**src/hdl/dnep_pkg.sv**
```systemverilog
// ----------------------------------------------------------------------------
// dnep_pkg: shared types and character tables for the DN unescape block
// Holds the item structs, the status and phase codes, the character constants
// and the character class functions used by the decode stage.
// ----------------------------------------------------------------------------
package dnep_pkg;

  localparam int unsigned CharW = 16;
  localparam int unsigned ByteW = 7;

  typedef struct packed {
    logic [CharW-1:0] char_code;
    logic             last_char;
  } in_item_t;

  typedef enum logic [1:0] {
    ST_OK       = 2'd0,
    ST_TRUNC    = 2'd1,
    ST_BADHEX   = 2'd2,
    ST_NONPRINT = 2'd3
  } status_e;

  typedef struct packed {
    logic [ByteW-1:0] out_byte;
    logic             byte_valid;
    status_e          status;
    logic             end_of_string;
  } out_item_t;

  typedef enum logic [2:0] {
    PH_NORMAL = 3'b001,
    PH_ESCAPE = 3'b010,
    PH_HEX    = 3'b100
  } phase_e;

  localparam logic [CharW-1:0] ChBackslash = 16'h005C;
  localparam logic [CharW-1:0] ChComma     = 16'h002C;
  localparam logic [CharW-1:0] ChPlus      = 16'h002B;
  localparam logic [CharW-1:0] ChQuote     = 16'h0022;
  localparam logic [CharW-1:0] ChLess      = 16'h003C;
  localparam logic [CharW-1:0] ChGreater   = 16'h003E;
  localparam logic [CharW-1:0] ChSemicolon = 16'h003B;

  function automatic logic is_special(input logic [CharW-1:0] c);
    return (c == ChComma) || (c == ChPlus) || (c == ChQuote) || (c == ChBackslash) ||
           (c == ChLess) || (c == ChGreater) || (c == ChSemicolon);
  endfunction

  function automatic logic is_printable(input logic [CharW-1:0] c);
    logic [ByteW-1:0] b;
    logic             ok;
    b = c[ByteW-1:0];
    ok = 1'b0;
    if (c[CharW-1:ByteW] == '0) begin
      ok = (b inside {[7'h41:7'h5A], [7'h61:7'h7A], [7'h30:7'h39],
                      7'h20, 7'h27, 7'h28, 7'h29, 7'h2B, 7'h2C,
                      7'h2D, 7'h2E, 7'h2F, 7'h3A, 7'h3D, 7'h3F});
    end
    return ok;
  endfunction

  // Bit 4 set means the unit is not a hex digit.
  function automatic logic [4:0] hex_value(input logic [CharW-1:0] c);
    logic [4:0] v;
    v = 5'h10;
    if (c inside {[16'h0030:16'h0039]}) begin
      v = {1'b0, c[3:0]};
    end else if (c inside {[16'h0041:16'h0046], [16'h0061:16'h0066]}) begin
      v = {1'b0, c[3:0] + 4'd9};
    end
    return v;
  endfunction

endpackage

```
**src/hdl/dnep_in_stage.sv**
```systemverilog
// ----------------------------------------------------------------------------
// dnep_in_stage: input register
// Captures one item from the input channel and holds it until the decode
// stage takes it.
// ----------------------------------------------------------------------------
module dnep_in_stage (
  input  logic               clk_i,
  input  logic               rst_ni,
  input  logic               in_valid_i,
  output logic               in_stall_o,
  input  dnep_pkg::in_item_t in_item_i,
  output logic               held_valid_o,
  output dnep_pkg::in_item_t held_item_o,
  input  logic               take_i
);

  logic               valid_q;
  dnep_pkg::in_item_t item_q;

  assign in_stall_o = valid_q && !take_i;

  always_ff @(posedge clk_i or negedge rst_ni) begin
    if (!rst_ni) begin
      valid_q <= 1'b0;
    end else if (!in_stall_o) begin
      valid_q <= in_valid_i;
    end
  end

  always_ff @(posedge clk_i) begin
    if (!in_stall_o && in_valid_i) begin
      item_q <= in_item_i;
    end
  end

  assign held_valid_o = valid_q;
  assign held_item_o  = item_q;

endmodule

```
**src/hdl/dnep_decode.sv**
```systemverilog
// ----------------------------------------------------------------------------
// dnep_decode: escape decoder and result register
// Tracks the escape phase, checks hex pairs and printability, and writes the
// result item into the output register.
// ----------------------------------------------------------------------------
module dnep_decode (
  input  logic                clk_i,
  input  logic                rst_ni,
  input  logic                held_valid_i,
  input  dnep_pkg::in_item_t  held_item_i,
  output logic                take_o,
  output logic                out_valid_o,
  input  logic                out_stall_i,
  output dnep_pkg::out_item_t out_item_o
);

  dnep_pkg::phase_e    phase_q, phase_d;
  logic [4:0]          nib_q, nib_d;
  logic                drop_q, drop_d;
  logic                out_valid_q;
  dnep_pkg::out_item_t out_item_q;

  logic                     fire;
  logic                     want_char, want_err, res_valid;
  dnep_pkg::status_e        err_st;
  logic [dnep_pkg::CharW-1:0] char_val;
  logic [4:0]               lo_nib;
  dnep_pkg::out_item_t      res;
  logic                     last;
  logic [dnep_pkg::CharW-1:0] c;

  assign take_o = !out_valid_q || !out_stall_i;
  assign fire   = held_valid_i && take_o;
  assign c      = held_item_i.char_code;
  assign last   = held_item_i.last_char;
  assign lo_nib = dnep_pkg::hex_value(c);

  always_comb begin
    phase_d   = phase_q;
    nib_d     = nib_q;
    drop_d    = drop_q;
    want_char = 1'b0;
    want_err  = 1'b0;
    err_st    = dnep_pkg::ST_OK;
    char_val  = c;
    res_valid = 1'b0;
    res       = '{out_byte: '0, byte_valid: 1'b0, status: dnep_pkg::ST_OK,
                  end_of_string: 1'b0};
    if (drop_q) begin
      if (last) begin
        drop_d = 1'b0;
      end
    end else begin
      case (phase_q)
        dnep_pkg::PH_ESCAPE: begin
          if (dnep_pkg::is_special(c)) begin
            want_char = 1'b1;
          end else if (last) begin
            want_err = 1'b1;
            err_st   = dnep_pkg::ST_TRUNC;
          end else begin
            nib_d   = lo_nib;
            phase_d = dnep_pkg::PH_HEX;
          end
        end
        dnep_pkg::PH_HEX: begin
          phase_d = dnep_pkg::PH_NORMAL;
          nib_d   = '0;
          if (nib_q[4] || lo_nib[4]) begin
            want_err = 1'b1;
            err_st   = dnep_pkg::ST_BADHEX;
          end else begin
            want_char = 1'b1;
            char_val  = {8'h00, nib_q[3:0], lo_nib[3:0]};
          end
        end
        default: begin
          phase_d = dnep_pkg::PH_NORMAL;
          if (c == dnep_pkg::ChBackslash) begin
            if (last) begin
              want_err = 1'b1;
              err_st   = dnep_pkg::ST_TRUNC;
            end else begin
              phase_d = dnep_pkg::PH_ESCAPE;
            end
          end else begin
            want_char = 1'b1;
          end
        end
      endcase
      if (want_char) begin
        phase_d = dnep_pkg::PH_NORMAL;
        if (dnep_pkg::is_printable(char_val)) begin
          res_valid = 1'b1;
          res = '{out_byte: char_val[dnep_pkg::ByteW-1:0], byte_valid: 1'b1,
                  status: dnep_pkg::ST_OK, end_of_string: last};
        end else begin
          want_err = 1'b1;
          err_st   = dnep_pkg::ST_NONPRINT;
        end
      end
      if (want_err) begin
        res_valid = 1'b1;
        res = '{out_byte: '0, byte_valid: 1'b0, status: err_st, end_of_string: 1'b1};
        phase_d = dnep_pkg::PH_NORMAL;
        nib_d   = '0;
        drop_d  = !last;
      end
    end
  end

  always_ff @(posedge clk_i or negedge rst_ni) begin
    if (!rst_ni) begin
      phase_q     <= dnep_pkg::PH_NORMAL;
      nib_q       <= '0;
      drop_q      <= 1'b0;
      out_valid_q <= 1'b0;
    end else begin
      if (fire) begin
        phase_q <= phase_d;
        nib_q   <= nib_d;
        drop_q  <= drop_d;
      end
      if (take_o) begin
        out_valid_q <= fire && res_valid;
      end
    end
  end

  always_ff @(posedge clk_i) begin
    if (take_o) begin
      out_item_q <= res;
    end
  end

  assign out_valid_o = out_valid_q;
  assign out_item_o  = out_item_q;

  a_char_ok: assert property (@(posedge clk_i) disable iff (!rst_ni)
    out_valid_q && out_item_q.byte_valid |->
      out_item_q.status == dnep_pkg::ST_OK &&
      dnep_pkg::is_printable({9'h000, out_item_q.out_byte}))
    else $error("emitted byte is not printable or has error status");

  a_err_ends: assert property (@(posedge clk_i) disable iff (!rst_ni)
    out_valid_q && out_item_q.status != dnep_pkg::ST_OK |->
      out_item_q.end_of_string && !out_item_q.byte_valid)
    else $error("error item does not end the string");

  a_drop_phase: assert property (@(posedge clk_i) disable iff (!rst_ni)
    drop_q |-> phase_q == dnep_pkg::PH_NORMAL)
    else $error("dropping while inside an escape");

  a_drop_start: assert property (@(posedge clk_i) disable iff (!rst_ni)
    $rose(drop_q) |-> out_valid_q && out_item_q.status != dnep_pkg::ST_OK)
    else $error("dropping started without an error item");

endmodule

```
**src/hdl/dn_escape_to_printable_unit.sv**
```systemverilog
// ----------------------------------------------------------------------------
// dn_escape_to_printable_unit: DN string unescape and PrintableString check
// Removes backslash escapes from a stream of UTF-16 code units and emits the
// resulting PrintableString bytes, or an error status that ends the string.
// ----------------------------------------------------------------------------
// Usage:
// The input channel carries one code unit per item with its last-character
// flag. The output channel carries zero or one result per input item: a byte
// with byte_valid set, or an error status with end_of_string set.
// An item passes through an input register and a result register before its
// result is presented. One item is taken every cycle while the receiver does
// not stall; the escape state (phase, nibble, drop flag) is registered and
// updated as the item leaves the input register. An opening backslash and a
// first hex digit give no result unless flagged last. After an error, items
// are consumed without results up to and including the last-flagged one.
// Reset clears the valid flags of both registers and the escape state.
// When the receiver stalls, the result register holds, the input register
// fills, and then in_stall_o rises until the result is taken.
// ----------------------------------------------------------------------------
module dn_escape_to_printable_unit (
  input  logic                clk_i,
  input  logic                rst_ni,
  input  logic                in_valid_i,
  output logic                in_stall_o,
  input  dnep_pkg::in_item_t  in_item_i,
  output logic                out_valid_o,
  input  logic                out_stall_i,
  output dnep_pkg::out_item_t out_item_o
);

  logic               held_valid;
  dnep_pkg::in_item_t held_item;
  logic               take;

  dnep_in_stage u_in_stage (
    .clk_i       (clk_i),
    .rst_ni      (rst_ni),
    .in_valid_i  (in_valid_i),
    .in_stall_o  (in_stall_o),
    .in_item_i   (in_item_i),
    .held_valid_o(held_valid),
    .held_item_o (held_item),
    .take_i      (take)
  );

  dnep_decode u_decode (
    .clk_i       (clk_i),
    .rst_ni      (rst_ni),
    .held_valid_i(held_valid),
    .held_item_i (held_item),
    .take_o      (take),
    .out_valid_o (out_valid_o),
    .out_stall_i (out_stall_i),
    .out_item_o  (out_item_o)
  );

endmodule

```
**config.mk**
```make
export PLATFORM = sky130hd
export DESIGN_NAME = dn_escape_to_printable_unit
export DESIGN_NICKNAME = d
export VERILOG_FILES = /design/src/hdl/dnep_pkg.sv /design/src/hdl/dnep_in_stage.sv /design/src/hdl/dnep_decode.sv /design/src/hdl/dn_escape_to_printable_unit.sv
export SDC_FILE = /design/constraint.sdc
export NUM_CORES = 1
export LEC_CHECK = 0
export ABC_AREA = 0
export BUFFER_PORTS_ARGS = -buffer_cell sky130_fd_sc_hd__buf_2
export CORE_ASPECT_RATIO = 2
export CORE_UTILIZATION = 45
export CTS_CLUSTER_SIZE = 14
export DETAILED_ROUTE_END_ITERATION = 8
export PLACE_DENSITY_LB_ADDON = 0.1
export SETUP_SLACK_MARGIN = 0.5
export SLEW_MARGIN = 30
export SYNTH_ARGS = -nofsm -noshare
export SYNTH_HDL_FRONTEND = slang
export SYNTH_SLANG_ARGS = --single-unit
```
**constraint.sdc**
```tcl
create_clock -name clk_i -period 4.7 [get_ports clk_i]
set_clock_uncertainty 0.2 [all_clocks]
set_input_delay 1.41 -clock clk_i [delete_from_list [all_inputs] [get_ports clk_i]]
set_output_delay 1.41 -clock clk_i [all_outputs]
set_load 0.02 [all_outputs]
```
==> impl_metrics.csv <==
group,metric,value,unit
detailed_routing,drt-initial-drc-count,72,
final_layout,antenna_cells,0,
yosys,synth_top_family_by_area,"simple AND/OR/NAND/NOR gates",
yosys,syn_inst,192,
setup_path,worst_r2r_startpoint,"u_in_stage.held_item_o[1]",
global_routing,grt-ovfl-total,0,
timing,finalHoldViolations,0,
timing,timing.fmax,260,MHz
setup_path,ff2ff_path_depth,12,
timing,finalSetupTns,0,ns
floorplanning,fp.coreArea,4550,sq um
min_path,hold_path_end,"u_decode.phase_q[0]",
yosys,synth_xor_area_frac,0.0206,
detailed_routing,wire_per_inst,16.1,um
final_layout,fin_nets,254,
setup_path,critPathMaxFanout,11,
setup_path,r2r-end,"u_decode.out_item_o[6]",
min_path,min_path_cells,2,
clock_network,cts_tree,"built",
clock_network,cts_made_buffers,5,
clock_network,ctsResizeCount,0,
yosys,synth_area,2130,sq um
detailed_routing,drt-total-wl,4.59,mm
power,leakage,0.979,nW
yosys,async_flop_share,0.282,
setup_path,r2r_slack,0.85,ns
floorplanning,rows,35,
clock_network,cts-hold-fix-buffers,0,
yosys,avgSynthCellArea,11.1,sq um
final_layout,layout_common_cells,"buf_2 (33), edfxtp_1 (28), nor2_1 (23), inv_1 (13)",
clock_network,clk_path_buf_depth,2,
yosys,synthMuxAreaShare,0.0435,
floorplanning,ios,34,
floorplanning,start_util,0.468,
final_layout,final_common_cell,"buf_2",
final_layout,drive_gt1_frac,0.265,
power,power.density,321,nW/um^2
yosys,synth_edf_count,28,
global_routing,track_usage,0.208,
min_path,hold_class,"reg2reg",
clock_network,path_clk_slew,0.08,ns
yosys,synth_simple_gate_area_frac,0.183,
setup_path,critPathCaptureType,"flop",
clock_network,cts_sinks,39,
detailed_routing,wl_met3,174,um
timing,worstMarginPinSlew,0.705,ns
placement,dp_hpwl,3.73,mm
timing,setup_viol,0,
final_layout,syn_to_final_growth,14.7,%
timing,finalMaxSlewViolations,0,
yosys,yosysSeqAreaShare,0.525,
floorplanning,dieArea,5030,sq um
placement,port_buffers,33,
global_routing,grt_pass1_wl,7.70,mm
timing,rsz0062_at_grt,"no",
yosys,synth-compound-area-share,0.176,
final_layout,n_fill_cell,446,
setup_path,worstSetupPathType,"reg2reg",
min_path,worstHoldStart,"u_decode.phase_q[0]",
final_layout,finalInstanceArea,2440,sq um
timing,slew_headroom,0.527,
detailed_routing,drc,0,
global_routing,antenna_found_initial,0,
setup_path,cp_data_required_time,4.64,ns
setup_path,startpoint,"u_in_stage.held_item_o[1]",
job,drv_cap,0,
clock_network,postCtsSetupRepairBufs,0,
yosys,synth-seq-cells,39,
yosys,synth_cell_types,54,
floorplanning,die_w,50.6,um
setup_path,cp.arrival,3.79,ns
setup_path,cp-start-kind,"flop",
run_status,status,"complete, no violations",
floorplanning,dieHeight,99.3,um
timing,min_period,3.85,ns
placement,placed_cell_area,2350,sq um
clock_network,cts_root_buffer,"clkbuf_8",
detailed_routing,vias_per_cell,5.75,
detailed_routing,wl_met1,1.57,mm
clock_network,clk_latency,0.29,ns
detailed_routing,top_layer_used,"met4",
detailed_routing,dr.pass1.iters,4,
power,ir_drop,0.273,mV
placement,globalplace.congestion,0.916,
timing,final.period_utilization,0.819,
global_routing,grt_pass1_vias,1721,
detailed_routing,route.met2.wl,2.56,mm
detailed_routing,ant_nets,0,
timing,worst_hold_slack,0.373,ns
yosys,synth_ff_type,"edfxtp_1",
yosys,synthAdderAreaFrac,0.0235,
clock_network,htreeDepth,2,
global_routing,grt_max_degree,18,
yosys,syn_nets,217,
yosys,yosys_warnings,0,
detailed_routing,via_count,1640,
[report_power, final]
group	total, W	internal, W	leakage (nW)	switching (W)
sequential	0.000427	0.000407	0.433	0.0000196
clock	0.000228	0.000106	0.0408	0.000122
combinational	0.000129	0.0000469	0.505	0.0000821
total	0.000784	0.000560	0.979	0.000224
[how the worst max path moves through the flow]
stage | to | slack (ns) | cells after the start
floorplan | u_decode.drop_q | 1.17 | 14
finish | u_decode.out_item_o[6] | 0.85 | 12
global route | u_decode.out_item_o[6] | 0.56 | 12
CTS | u_decode.out_item_o[6] | 0.85 | 12
detailed placement | u_decode.out_item_o[6] | 0.88 | 12
global placement | u_decode.drop_q | 1.00 | 12
[per-stage QoR]
step	cells	util	setup WS (ns)	power (W)
final	285	0.536	0.852	0.000784
after global routing	285	0.536	0.559	0.000817
after CTS	285	0.536	0.854	0.000792
after detailed placement	277	0.516	0.880	0.000565
after global placement	277	0.516	1.00	0.000563
after floorplan	192	-	1.17	0.000517
[cell usage after synthesis (all sizes together), types with 4 or more instances]
library cell,count,area (sq um)
a21oi,10,57.6
dfrtp,10,250
edfxtp,28,841
ha,4,50.1
inv,13,48.8
mux2i,7,70.1
nand2,11,43.8
nand2b,4,25.0
nand3,6,35.0
nor2,23,86.3
nor2b,4,25.0
nor3,4,25.0
o211ai,6,45.0
o21ai,8,40.0
xnor2,4,35.0
[logic make-up (layout without fill, tap and decap cells)]
logic type,after synthesis,count (layout)
buffers and inverters,16,54
multiplexers,9,9
XOR/XNOR,5,5
adder cells (fa/ha/maj),4,4
AO/OA/AOI/OAI,51,51
AND/OR/NAND/NOR,68,68
flip-flops,39,39
[layout make-up]
cell class	instances	area (sq um)	share of cell area
timing repair buffer	33	165	0.0676
tap	55	68.8	0.0282
sequential	39	1120	0.457
inverter	13	48.8	0.0200
clock inverter	3	23.8	0.00973
clock buffer	5	68.8	0.0282
multi-input combinational	137	950	0.389
[registers in the layout, indices dropped and copies added, names as in the netlist]
name	cells
u_decode.nib_q	5
u_in_stage.held_valid_o	1
u_decode.out_valid_o	1
u_decode.drop_q	1
u_decode.out_item_o	11
u_in_stage.held_item_o	17
u_decode.phase_q	3
[critical path, cell delays in order, from the launching register on]
cell and delay [ns]:
edfxtp_1 0.53, inv_1 0.16, ha_1 0.21, or3b_2 0.47, and3_1 0.20, nand3_1 0.14, o21ai_0 0.18, a21oi_1 0.22
o31ai_1 0.09, a221o_1 0.39, a21o_1 0.23, or3_1 0.50, nor2_1 0.16
[layer usage]
metal  track usage  up-vias
met4         0.162        0
met2         0.388       68
met1         0.185      759
met3        0.0382       22
met5             0        -
li1              -      791
Note: power is estimated with default switching activity, not from simulation.
